File: config.mk
export PLATFORM = sky130hd
export DESIGN_NAME = stick_nod_shake_gesture_detector
export DESIGN_NICKNAME = d
export VERILOG_FILES = /design/src/hw/rtl/snsg_pkg.sv /design/src/hw/rtl/snsg_axis.sv /design/src/hw/rtl/stick_nod_shake_gesture_detector.sv
export SDC_FILE = /design/constraint.sdc
export NUM_CORES = 2
export LEC_CHECK = 0
export BUFFER_PORTS_ARGS = -buffer_cell sky130_fd_sc_hd__buf_2
export CAP_MARGIN = 20
export CORE_MARGIN = 3
export CORE_UTILIZATION = 35
export CTS_BUF_LIST = sky130_fd_sc_hd__clkbuf_8
export DETAILED_ROUTE_END_ITERATION = 10
export PLACE_DENSITY_LB_ADDON = 0.12
export SKIP_CTS_REPAIR_TIMING = 1
export SYNTH_ARGS = -nofsm -noshare
export SYNTH_HDL_FRONTEND = slang
export SYNTH_SLANG_ARGS = --single-unit
File: constraint.sdc
create_clock -name i_clk -period 71.1 [get_ports i_clk]
set_input_delay 14.22 -clock i_clk [delete_from_list [all_inputs] [get_ports i_clk]]
set_output_delay 14.22 -clock i_clk [all_outputs]
set_load 0.03 [all_outputs]
File: src/hw/rtl/snsg_pkg.sv
// ----------------------------------------------------------------------------
// snsg_pkg: shared codes and types of the nod / shake gesture detector
// operation, verdict and register codes, marker slots, duration windows
// ----------------------------------------------------------------------------
package snsg_pkg;

    localparam int OP_W       = 3;
    localparam int STICK_W    = 16;
    localparam int THR_W      = 15;
    localparam int MS_W       = 16;
    localparam int VERDICT_W  = 2;
    localparam int CFG_IDX_W  = 3;
    localparam int CFG_DATA_W = 16;
    localparam int MARKERS    = 6;
    localparam int MK_IDX_W   = 3;

    // operation codes
    localparam logic [OP_W-1:0] OP_X_SAMPLE = 3'd0;
    localparam logic [OP_W-1:0] OP_Y_SAMPLE = 3'd1;
    localparam logic [OP_W-1:0] OP_TICK     = 3'd2;
    localparam logic [OP_W-1:0] OP_ENABLE   = 3'd3;
    localparam logic [OP_W-1:0] OP_DISABLE  = 3'd4;

    // verdict codes
    localparam logic [VERDICT_W-1:0] VERDICT_NONE    = 2'd0;
    localparam logic [VERDICT_W-1:0] VERDICT_YES     = 2'd1;
    localparam logic [VERDICT_W-1:0] VERDICT_NO      = 2'd2;
    localparam logic [VERDICT_W-1:0] VERDICT_TIMEOUT = 2'd3;

    // register indexes
    localparam logic [CFG_IDX_W-1:0] REG_DEAD_THR    = 3'd0;
    localparam logic [CFG_IDX_W-1:0] REG_EXTREME_THR = 3'd1;
    localparam logic [CFG_IDX_W-1:0] REG_MIN_EXTREME = 3'd2;
    localparam logic [CFG_IDX_W-1:0] REG_MAX_EXTREME = 3'd3;
    localparam logic [CFG_IDX_W-1:0] REG_MIN_TOTAL   = 3'd4;
    localparam logic [CFG_IDX_W-1:0] REG_MAX_TOTAL   = 3'd5;
    localparam logic [CFG_IDX_W-1:0] REG_TIMEOUT     = 3'd6;

    // register reset values in milliseconds
    localparam logic [MS_W-1:0] RST_MIN_EXTREME = 16'd200;
    localparam logic [MS_W-1:0] RST_MAX_EXTREME = 16'd1000;
    localparam logic [MS_W-1:0] RST_MIN_TOTAL   = 16'd500;
    localparam logic [MS_W-1:0] RST_MAX_TOTAL   = 16'd2000;
    localparam logic [MS_W-1:0] RST_TIMEOUT     = 16'd5000;

    // marker slots within one axis
    localparam logic [MK_IDX_W-1:0] MK_START_DEAD = 3'd0;
    localparam logic [MK_IDX_W-1:0] MK_END_DEAD   = 3'd1;
    localparam logic [MK_IDX_W-1:0] MK_NEG_START  = 3'd2;
    localparam logic [MK_IDX_W-1:0] MK_NEG_END    = 3'd3;
    localparam logic [MK_IDX_W-1:0] MK_POS_START  = 3'd4;
    localparam logic [MK_IDX_W-1:0] MK_POS_END    = 3'd5;

    typedef struct packed {
        logic [THR_W-1:0] dead;
        logic [THR_W-1:0] extreme;
        logic [MS_W-1:0]  min_extreme;
        logic [MS_W-1:0]  max_extreme;
        logic [MS_W-1:0]  min_total;
        logic [MS_W-1:0]  max_total;
    } t_axis_cfg;

endpackage

File: src/hw/rtl/snsg_axis.sv
// ----------------------------------------------------------------------------
// snsg_axis: marker update of one stick axis
// places extreme and centre markers for one sample and drops them all
// when a dwell or the whole stroke leaves its duration window
// ----------------------------------------------------------------------------
module snsg_axis #(
    parameter int TIME_WIDTH = 32
) (
    input  snsg_pkg::t_axis_cfg                    i_cfg,
    input  logic signed [snsg_pkg::STICK_W-1:0]    i_v,
    input  logic [TIME_WIDTH-1:0]                  i_t,
    input  logic [snsg_pkg::MARKERS-1:0]           i_valid,
    input  logic [TIME_WIDTH-1:0]                  i_times [snsg_pkg::MARKERS],
    output logic [snsg_pkg::MARKERS-1:0]           o_valid,
    output logic [TIME_WIDTH-1:0]                  o_times [snsg_pkg::MARKERS]
);

    function automatic logic [TIME_WIDTH-1:0] abs_diff(input logic [TIME_WIDTH-1:0] a,
                                                       input logic [TIME_WIDTH-1:0] b);
        abs_diff = (a > b) ? a - b : b - a;
    endfunction

    function automatic logic out_of(input logic [TIME_WIDTH-1:0]    d,
                                    input logic [snsg_pkg::MS_W-1:0] lo,
                                    input logic [snsg_pkg::MS_W-1:0] hi);
        out_of = (d < TIME_WIDTH'(lo)) || (d > TIME_WIDTH'(hi));
    endfunction

    logic signed [snsg_pkg::STICK_W:0] v_w;
    logic signed [snsg_pkg::STICK_W:0] ext_pos;
    logic signed [snsg_pkg::STICK_W:0] ext_neg;
    logic signed [snsg_pkg::STICK_W:0] dead_pos;
    logic signed [snsg_pkg::STICK_W:0] dead_neg;
    logic                              centred;

    assign v_w      = {i_v[snsg_pkg::STICK_W-1], i_v};
    assign ext_pos  = {2'b00, i_cfg.extreme};
    assign ext_neg  = -ext_pos;
    assign dead_pos = {2'b00, i_cfg.dead};
    assign dead_neg = -dead_pos;
    assign centred  = (v_w > dead_neg) && (v_w < dead_pos);

    always_comb begin
        o_valid = i_valid;
        o_times = i_times;

        // negative extreme entry and exit
        if (o_valid[snsg_pkg::MK_NEG_START]) begin
            if ((v_w > ext_neg) && !o_valid[snsg_pkg::MK_NEG_END]) begin
                o_valid[snsg_pkg::MK_NEG_END] = 1'b1;
                o_times[snsg_pkg::MK_NEG_END] = i_t;
            end
        end else if (v_w < ext_neg) begin
            o_valid[snsg_pkg::MK_NEG_START] = 1'b1;
            o_times[snsg_pkg::MK_NEG_START] = i_t;
        end

        // positive extreme entry and exit
        if (o_valid[snsg_pkg::MK_POS_START]) begin
            if ((v_w < ext_pos) && !o_valid[snsg_pkg::MK_POS_END]) begin
                o_valid[snsg_pkg::MK_POS_END] = 1'b1;
                o_times[snsg_pkg::MK_POS_END] = i_t;
            end
        end else if (v_w > ext_pos) begin
            o_valid[snsg_pkg::MK_POS_START] = 1'b1;
            o_times[snsg_pkg::MK_POS_START] = i_t;
        end

        // dwell windows
        if (o_valid[snsg_pkg::MK_NEG_END] &&
            out_of(abs_diff(o_times[snsg_pkg::MK_NEG_START], o_times[snsg_pkg::MK_NEG_END]),
                   i_cfg.min_extreme, i_cfg.max_extreme)) begin
            o_valid = '0;
        end
        if (o_valid[snsg_pkg::MK_POS_END] &&
            out_of(abs_diff(o_times[snsg_pkg::MK_POS_START], o_times[snsg_pkg::MK_POS_END]),
                   i_cfg.min_extreme, i_cfg.max_extreme)) begin
            o_valid = '0;
        end

        // centre markers
        if (!o_valid[snsg_pkg::MK_NEG_START] && !o_valid[snsg_pkg::MK_POS_START] && centred) begin
            o_valid[snsg_pkg::MK_START_DEAD] = 1'b1;
            o_times[snsg_pkg::MK_START_DEAD] = i_t;
        end
        if (!o_valid[snsg_pkg::MK_END_DEAD] && o_valid[snsg_pkg::MK_NEG_END] &&
            o_valid[snsg_pkg::MK_POS_END] && centred) begin
            o_valid[snsg_pkg::MK_END_DEAD] = 1'b1;
            o_times[snsg_pkg::MK_END_DEAD] = i_t;
        end

        // whole stroke window
        if (o_valid[snsg_pkg::MK_START_DEAD] && o_valid[snsg_pkg::MK_END_DEAD] &&
            out_of(abs_diff(o_times[snsg_pkg::MK_START_DEAD], o_times[snsg_pkg::MK_END_DEAD]),
                   i_cfg.min_total, i_cfg.max_total)) begin
            o_valid = '0;
        end
    end

endmodule

File: src/hw/rtl/stick_nod_shake_gesture_detector.sv
// ----------------------------------------------------------------------------
// stick_nod_shake_gesture_detector: nod (yes) / shake (no) recognizer
// pipeline: a request is held in the input reg, then its verdict in the result reg
// throughput: one request per cycle while the verdict channel is not stalled; the marker update is combinational
// stalls: a held verdict blocks new requests only once the input reg is also full
// reset: synchronous active low; disabled, markers clear, registers at defaults
// ----------------------------------------------------------------------------
module stick_nod_shake_gesture_detector #(
    parameter int STICK_FRAC_BITS = 14,
    parameter int TIME_WIDTH      = 32
) (
    input  logic                                 i_clk,
    input  logic                                 i_rst_n,
    // configuration writes
    input  logic                                 i_cfg_wr_en,
    input  logic [snsg_pkg::CFG_IDX_W-1:0]       i_cfg_index,
    input  logic [snsg_pkg::CFG_DATA_W-1:0]      i_cfg_data,
    // request channel
    input  logic                                 i_in_valid,
    output logic                                 o_in_stall,
    input  logic [snsg_pkg::OP_W-1:0]            i_op,
    input  logic signed [snsg_pkg::STICK_W-1:0]  i_stick_value,
    input  logic [31:0]                          i_time_now,
    // verdict channel
    output logic                                 o_out_valid,
    input  logic                                 i_out_stall,
    output logic [snsg_pkg::VERDICT_W-1:0]       o_verdict
);

    // threshold defaults 0.2 and 0.7 in the stick fixed point format
    localparam int DEAD_RST_I    = (2 * (1 << STICK_FRAC_BITS) + 5) / 10;
    localparam int EXTREME_RST_I = (7 * (1 << STICK_FRAC_BITS) + 5) / 10;
    localparam logic [snsg_pkg::THR_W-1:0] DEAD_RST    = snsg_pkg::THR_W'(DEAD_RST_I);
    localparam logic [snsg_pkg::THR_W-1:0] EXTREME_RST = snsg_pkg::THR_W'(EXTREME_RST_I);

    // configuration registers
    snsg_pkg::t_axis_cfg            r_cfg;
    logic [snsg_pkg::MS_W-1:0]      r_timeout;

    // input register
    logic                                r_in_valid;
    logic [snsg_pkg::OP_W-1:0]           r_op;
    logic signed [snsg_pkg::STICK_W-1:0] r_stick;
    logic [TIME_WIDTH-1:0]               r_time;

    // result register
    logic                                r_out_valid;
    logic [snsg_pkg::VERDICT_W-1:0]      r_verdict;

    // detector state, marker slots split per axis
    logic signed [snsg_pkg::STICK_W-1:0] r_stick_x, n_stick_x;
    logic signed [snsg_pkg::STICK_W-1:0] r_stick_y, n_stick_y;
    logic [snsg_pkg::MARKERS-1:0]        r_x_valid, n_x_valid;
    logic [snsg_pkg::MARKERS-1:0]        r_y_valid, n_y_valid;
    logic [TIME_WIDTH-1:0]               r_x_times [snsg_pkg::MARKERS];
    logic [TIME_WIDTH-1:0]               n_x_times [snsg_pkg::MARKERS];
    logic [TIME_WIDTH-1:0]               r_y_times [snsg_pkg::MARKERS];
    logic [TIME_WIDTH-1:0]               n_y_times [snsg_pkg::MARKERS];
    logic                                r_enabled, n_enabled;
    logic                                r_finished, n_finished;
    logic [TIME_WIDTH-1:0]               r_enable_time, n_enable_time;
    logic [snsg_pkg::VERDICT_W-1:0]      n_verdict;

    // axis update results
    logic signed [snsg_pkg::STICK_W-1:0] smp_x;
    logic signed [snsg_pkg::STICK_W-1:0] smp_y;
    logic [snsg_pkg::MARKERS-1:0]        ax_x_valid;
    logic [snsg_pkg::MARKERS-1:0]        ax_y_valid;
    logic [TIME_WIDTH-1:0]               ax_x_times [snsg_pkg::MARKERS];
    logic [TIME_WIDTH-1:0]               ax_y_times [snsg_pkg::MARKERS];
    logic                                yes_done;
    logic                                no_done;
    logic [TIME_WIDTH-1:0]               since_enable;

    // handshake: the processing stage moves whenever the result register is free
    // or being drained, so a pending request never waits on an idle result slot
    logic advance;
    logic process;

    assign advance     = !r_out_valid || !i_out_stall;
    assign process     = r_in_valid && advance;
    assign o_in_stall  = r_in_valid && !advance;
    assign o_out_valid = r_out_valid;
    assign o_verdict   = r_verdict;

    // configuration writes, unknown indexes are dropped
    always_ff @(posedge i_clk) begin
        if (!i_rst_n) begin
            r_cfg.dead        <= DEAD_RST;
            r_cfg.extreme     <= EXTREME_RST;
            r_cfg.min_extreme <= snsg_pkg::RST_MIN_EXTREME;
            r_cfg.max_extreme <= snsg_pkg::RST_MAX_EXTREME;
            r_cfg.min_total   <= snsg_pkg::RST_MIN_TOTAL;
            r_cfg.max_total   <= snsg_pkg::RST_MAX_TOTAL;
            r_timeout         <= snsg_pkg::RST_TIMEOUT;
        end else if (i_cfg_wr_en) begin
            unique case (i_cfg_index)
                snsg_pkg::REG_DEAD_THR:    r_cfg.dead        <= i_cfg_data[snsg_pkg::THR_W-1:0];
                snsg_pkg::REG_EXTREME_THR: r_cfg.extreme     <= i_cfg_data[snsg_pkg::THR_W-1:0];
                snsg_pkg::REG_MIN_EXTREME: r_cfg.min_extreme <= i_cfg_data;
                snsg_pkg::REG_MAX_EXTREME: r_cfg.max_extreme <= i_cfg_data;
                snsg_pkg::REG_MIN_TOTAL:   r_cfg.min_total   <= i_cfg_data;
                snsg_pkg::REG_MAX_TOTAL:   r_cfg.max_total   <= i_cfg_data;
                snsg_pkg::REG_TIMEOUT:     r_timeout         <= i_cfg_data;
                default: ;
            endcase
        end
    end

    // input register
    always_ff @(posedge i_clk) begin
        if (!i_rst_n) begin
            r_in_valid <= 1'b0;
        end else if (!o_in_stall) begin
            r_in_valid <= i_in_valid;
        end
    end

    always_ff @(posedge i_clk) begin
        if (i_in_valid && !o_in_stall) begin
            r_op    <= i_op;
            r_stick <= i_stick_value;
            r_time  <= TIME_WIDTH'(i_time_now);
        end
    end

    // the new sample replaces its own axis, the other axis keeps its last value
    assign smp_x = (r_op == snsg_pkg::OP_X_SAMPLE) ? r_stick : r_stick_x;
    assign smp_y = (r_op == snsg_pkg::OP_Y_SAMPLE) ? r_stick : r_stick_y;

    // both axes see every sample, x (shake) and y (nod)
    snsg_axis #(
        .TIME_WIDTH (TIME_WIDTH)
    ) u_axis_x (
        .i_cfg   (r_cfg),
        .i_v     (smp_x),
        .i_t     (r_time),
        .i_valid (r_x_valid),
        .i_times (r_x_times),
        .o_valid (ax_x_valid),
        .o_times (ax_x_times)
    );

    snsg_axis #(
        .TIME_WIDTH (TIME_WIDTH)
    ) u_axis_y (
        .i_cfg   (r_cfg),
        .i_v     (smp_y),
        .i_t     (r_time),
        .i_valid (r_y_valid),
        .i_times (r_y_times),
        .o_valid (ax_y_valid),
        .o_times (ax_y_times)
    );

    assign yes_done     = ax_y_valid[snsg_pkg::MK_END_DEAD];
    assign no_done      = ax_x_valid[snsg_pkg::MK_END_DEAD];
    assign since_enable = r_time - r_enable_time;

    // request decode and state update
    always_comb begin
        n_stick_x     = r_stick_x;
        n_stick_y     = r_stick_y;
        n_x_valid     = r_x_valid;
        n_y_valid     = r_y_valid;
        n_x_times     = r_x_times;
        n_y_times     = r_y_times;
        n_enabled     = r_enabled;
        n_finished    = r_finished;
        n_enable_time = r_enable_time;
        n_verdict     = snsg_pkg::VERDICT_NONE;

        unique case (r_op) inside
            snsg_pkg::OP_X_SAMPLE, snsg_pkg::OP_Y_SAMPLE: begin
                // samples count only while running
                if (r_enabled && !r_finished) begin
                    n_stick_x = smp_x;
                    n_stick_y = smp_y;
                    n_x_valid = ax_x_valid;
                    n_y_valid = ax_y_valid;
                    n_x_times = ax_x_times;
                    n_y_times = ax_y_times;
                    // any completion wipes the gesture, both at once is a no-call
                    if (yes_done || no_done) begin
                        n_x_valid = '0;
                        n_y_valid = '0;
                        n_stick_x = '0;
                        n_stick_y = '0;
                    end
                    if (yes_done != no_done) begin
                        n_finished = 1'b1;
                        n_verdict  = yes_done ? snsg_pkg::VERDICT_YES : snsg_pkg::VERDICT_NO;
                    end
                end
            end
            snsg_pkg::OP_TICK: begin
                // a clock that went backward never times out
                if (r_enabled && !r_finished && (r_time >= r_enable_time) &&
                    (since_enable > TIME_WIDTH'(r_timeout))) begin
                    n_finished = 1'b1;
                    n_verdict  = snsg_pkg::VERDICT_TIMEOUT;
                end
            end
            snsg_pkg::OP_ENABLE, snsg_pkg::OP_DISABLE: begin
                n_enable_time = r_time;
                n_finished    = 1'b0;
                n_x_valid     = '0;
                n_y_valid     = '0;
                n_stick_x     = '0;
                n_stick_y     = '0;
                n_enabled     = (r_op == snsg_pkg::OP_ENABLE);
            end
            default: ;
        endcase
    end

    // detector state
    always_ff @(posedge i_clk) begin
        if (!i_rst_n) begin
            r_stick_x     <= '0;
            r_stick_y     <= '0;
            r_x_valid     <= '0;
            r_y_valid     <= '0;
            r_enabled     <= 1'b0;
            r_finished    <= 1'b0;
            r_enable_time <= '0;
        end else if (process) begin
            r_stick_x     <= n_stick_x;
            r_stick_y     <= n_stick_y;
            r_x_valid     <= n_x_valid;
            r_y_valid     <= n_y_valid;
            r_enabled     <= n_enabled;
            r_finished    <= n_finished;
            r_enable_time <= n_enable_time;
        end
    end

    // marker times are read only behind a set valid bit
    always_ff @(posedge i_clk) begin
        if (process) begin
            r_x_times <= n_x_times;
            r_y_times <= n_y_times;
        end
    end

    // result register
    always_ff @(posedge i_clk) begin
        if (!i_rst_n) begin
            r_out_valid <= 1'b0;
        end else if (advance) begin
            r_out_valid <= r_in_valid;
        end
    end

    always_ff @(posedge i_clk) begin
        if (process) begin
            r_verdict <= n_verdict;
        end
    end

    // a pending verdict other than nothing leaves the detector finished
    a_verdict_finishes: assert property (@(posedge i_clk) disable iff (!i_rst_n)
        (r_out_valid && (r_verdict != snsg_pkg::VERDICT_NONE)) |-> r_finished)
        else $error("verdict reported while detector still running");

    // a yes or no wipes every marker
    a_gesture_clears: assert property (@(posedge i_clk) disable iff (!i_rst_n)
        (r_out_valid && ((r_verdict == snsg_pkg::VERDICT_YES) ||
                         (r_verdict == snsg_pkg::VERDICT_NO)))
        |-> ((r_x_valid == '0) && (r_y_valid == '0)))
        else $error("markers left after a completed gesture");

    // no marker may be placed while disabled
    a_idle_no_markers: assert property (@(posedge i_clk) disable iff (!i_rst_n)
        !r_enabled |-> ((r_x_valid == '0) && (r_y_valid == '0)))
        else $error("markers present while disabled");

    // a blocked request stays in the input register
    a_request_held: assert property (@(posedge i_clk) disable iff (!i_rst_n)
        (r_in_valid && !advance) |=> r_in_valid)
        else $error("blocked request dropped");

endmodule
==> metrics.txt <==
fmax 34.5 MHz; Setup Skew 35.4 ps; cell taking the most area after synthesis edfxtp_1; P_leak 25.8 nW; share of layout cells above drive strength 1 10.9%; non-filler cells, final 8822; RSZ-0062 raised after global routing no; clk root buf clkbuf_8; syn_area_per_cell 8.70 um^2; Synth warnings 0; worst slew pin tran 1180 ps; DR iter-0 viols 4115; die height 410 um; total track usage 23.4%; cell area after layout 62300 um^2; die width 410 um; final wirelength 203000 um; slowest CP cell and3_1; post-route setup slack 42090 ps; starting density of the core 35.4%; Post-synth EDFFs 437; compound-gate portion of the synthesized area 20.9%; worst skew pair latency 890 ps; pre-CTS setup slack 42090 ps; CORE AREA 161000 um^2; Final GP Congestion 0.924; register area share after synthesis 29.6%; I/O Pins 79; clk sinks 627; initial antenna violation count 28; final hold viol count 0; top_reg_cell synth edfxtp_1; CP peak stage delay 250 ps; top post-synthesis cells by area edfxtp_1 23%, ha_1 16%, dfxtp_1 6.6%, mux2_2 5.6%, a21oi_1 5.4%; Placed Area 59700 um^2; wire per inst 23.0 um; Post-Place Cells 8578; via/cell ratio 5.63; Hold WC Path Type reg -> reg; peak supply drop 0.0194 mV; Final setup viols 0; Yosys cell types 107; Yosys reg bits 627; commonest cells after routing, fill and taps aside 735 x ha_1, 666 x nand2_1, 623 x a21oi_1; largest family of logic cells by synthesized area compound AO/OA/AOI/OAI gates; H-tree depth 4; Worst setup EP type output port; Crit path required time 56880 ps; asr flop ratio synth 0%; post-synth top area share 22.9%; Pre-Repair DR Iteration Count 6; HPWL Detailed 149000 um; post-synthesis simple-gate area fraction 14.8%; drt drc 0; synthesized area 57200 um^2; Syn Nets 7402; status complete, no violations; total CTS buffers 132; CTS tree yes; crit-path cells buf_2, and3_1, buf_2; total grt overflow 0; # nets final 7375; Post-Synth Adder-Cell Area 16.6%; mux cell area share after synthesis 8.81%; pwr dens 15.6 nW/um^2; Synth-to-Final Area Change 8.92%; commonest non-fill, non-tap cell in the layout ha_1; Crit path top cell by count buf_2; CP Max Fanout 3; via count 49634; Pins Over Slew Limit 0; vias in the first global route 47893; Pwr Total 973 uW; Port Buffers 78; Max-slew headroom 20.3%; first-pass GRT wire length 303000 um; clock buffer depth 3; fin crit period 29010 ps; die area 168000 um^2; Post-Synth XOR/XNOR Area 3.09%; WS Path Type in -> out; Post-Syn Instances 6579; Rows 147; CP Launch Type input port; Final Cycle Share 40.8%; number of max-cap violations 0; setup_tns 0 ps; CP arrival 14790 ps; antenna-violating nets left 0; clock-pin slew on the worst setup and hold paths 50 ps; pin count of the biggest net entering global routing 79
==> critical path, delay by kind of cell <==
kind,cells,cell delay [ps]
and+or+nand+nor,1,250
buffers and inverters,2,330
==> flip-flops by register name, summed over array words and instances (netlist names), 2 cells and up <==
name,count
r_enable_time,32
r_timeout,16
r_x_times,192
r_y_times,192
r_y_valid,6
r_cfg,94
r_stick_y,16
r_stick_x,16
r_time,32
r_x_valid,6
r_stick,16
r_op,3
o_verdict,2
==> synthesized netlist by cell type (14+ instances only) <==
cell / number
nand2b_1: 55
o22ai_1: 18
or4_1: 20
a22oi_1: 34
nand3_1: 103
inv_2: 23
nor4_1: 36
nand3b_1: 15
o31ai_1: 37
nor3_1: 97
and3_1: 29
xnor2_1: 126
buf_1: 14
o31a_1: 19
mux2i_1: 166
inv_1: 567
o21bai_1: 62
and2_1: 57
clkbuf_1: 222
a211o_1: 21
mux2_2: 287
nor2b_1: 57
o21ai_1: 15
dfxtp_1: 190
or2_2: 19
a21oi_1: 623
a31oi_1: 46
a221oi_1: 28
edfxtp_1: 437
o21a_1: 101
a21o_1: 185
ha_1: 735
nor2_1: 360
o211ai_1: 99
nand4_1: 148
o221ai_1: 17
buf_2: 76
nand2_1: 666
or3_1: 26
a2111oi_0: 21
a21boi_0: 17
and4_1: 25
a211oi_1: 68
o21ai_0: 309
xor2_1: 68
==> routing by layer <==
layer	routed length (um)	vias up	track usage (%)
li1	-	23965	-
met5	0	-	0
met3	10500	316	2.81
met1	93300	23990	32.1
met2	91800	1363	37.8
met4	7100	0	8.53
==> area by class of cell <==
class / count / area (um^2)
multi-input combinational: 5040 / 36800
timing repair buffer: 160 / 1010
clock buffer: 146 / 2010
tap: 2160 / 2700
clock inverter: 89 / 606
sequential: 627 / 16900
antenna: 9 / 22.5
fill: 16597 / 99200
inverter: 591 / 2220
==> cells by family after synthesis <==
group | Yosys count
flip-flops | 627
XOR/XNOR | 197
AO/OA/AOI/OAI | 1862
adder cells (fa/ha/maj) | 752
AND/OR/NAND/NOR | 1763
buffers and inverters | 912
multiplexers | 466
==> per-stage QoR <==
stage               hold slack (ps)  utilization (%)
finish                          452             38.6
global route                    468             38.6
CTS                             454             38.6
global placement                442             37.0
detailed placement              446             37.0
floorplan                       436                -
==> power by group <==
group / switching, mW / total, mW / internal, mW / leakage (nW)
sequential: 0.00242 / 0.395 / 0.393 / 5.29
combinational: 0.118 / 0.181 / 0.0632 / 19.0
clock: 0.180 / 0.397 / 0.217 / 1.50
==> worst paths after layout <==
| path | start | endpoint | slack (ps) | cells past startpoint |
|---|---|---|---|---|
| worst max register to register | r_cfg[65] | r_finished | 49860 | 66 |
| worst min-delay path | r_enable_time[10] | r_enable_time[10] | 450 | 2 |
| worst min register to register | r_enable_time[10] | r_enable_time[10] | 450 | 2 |
| worst max-delay path | i_out_stall | o_in_stall | 42090 | 3 |
Note: power is estimated with default switching activity, not from simulation.
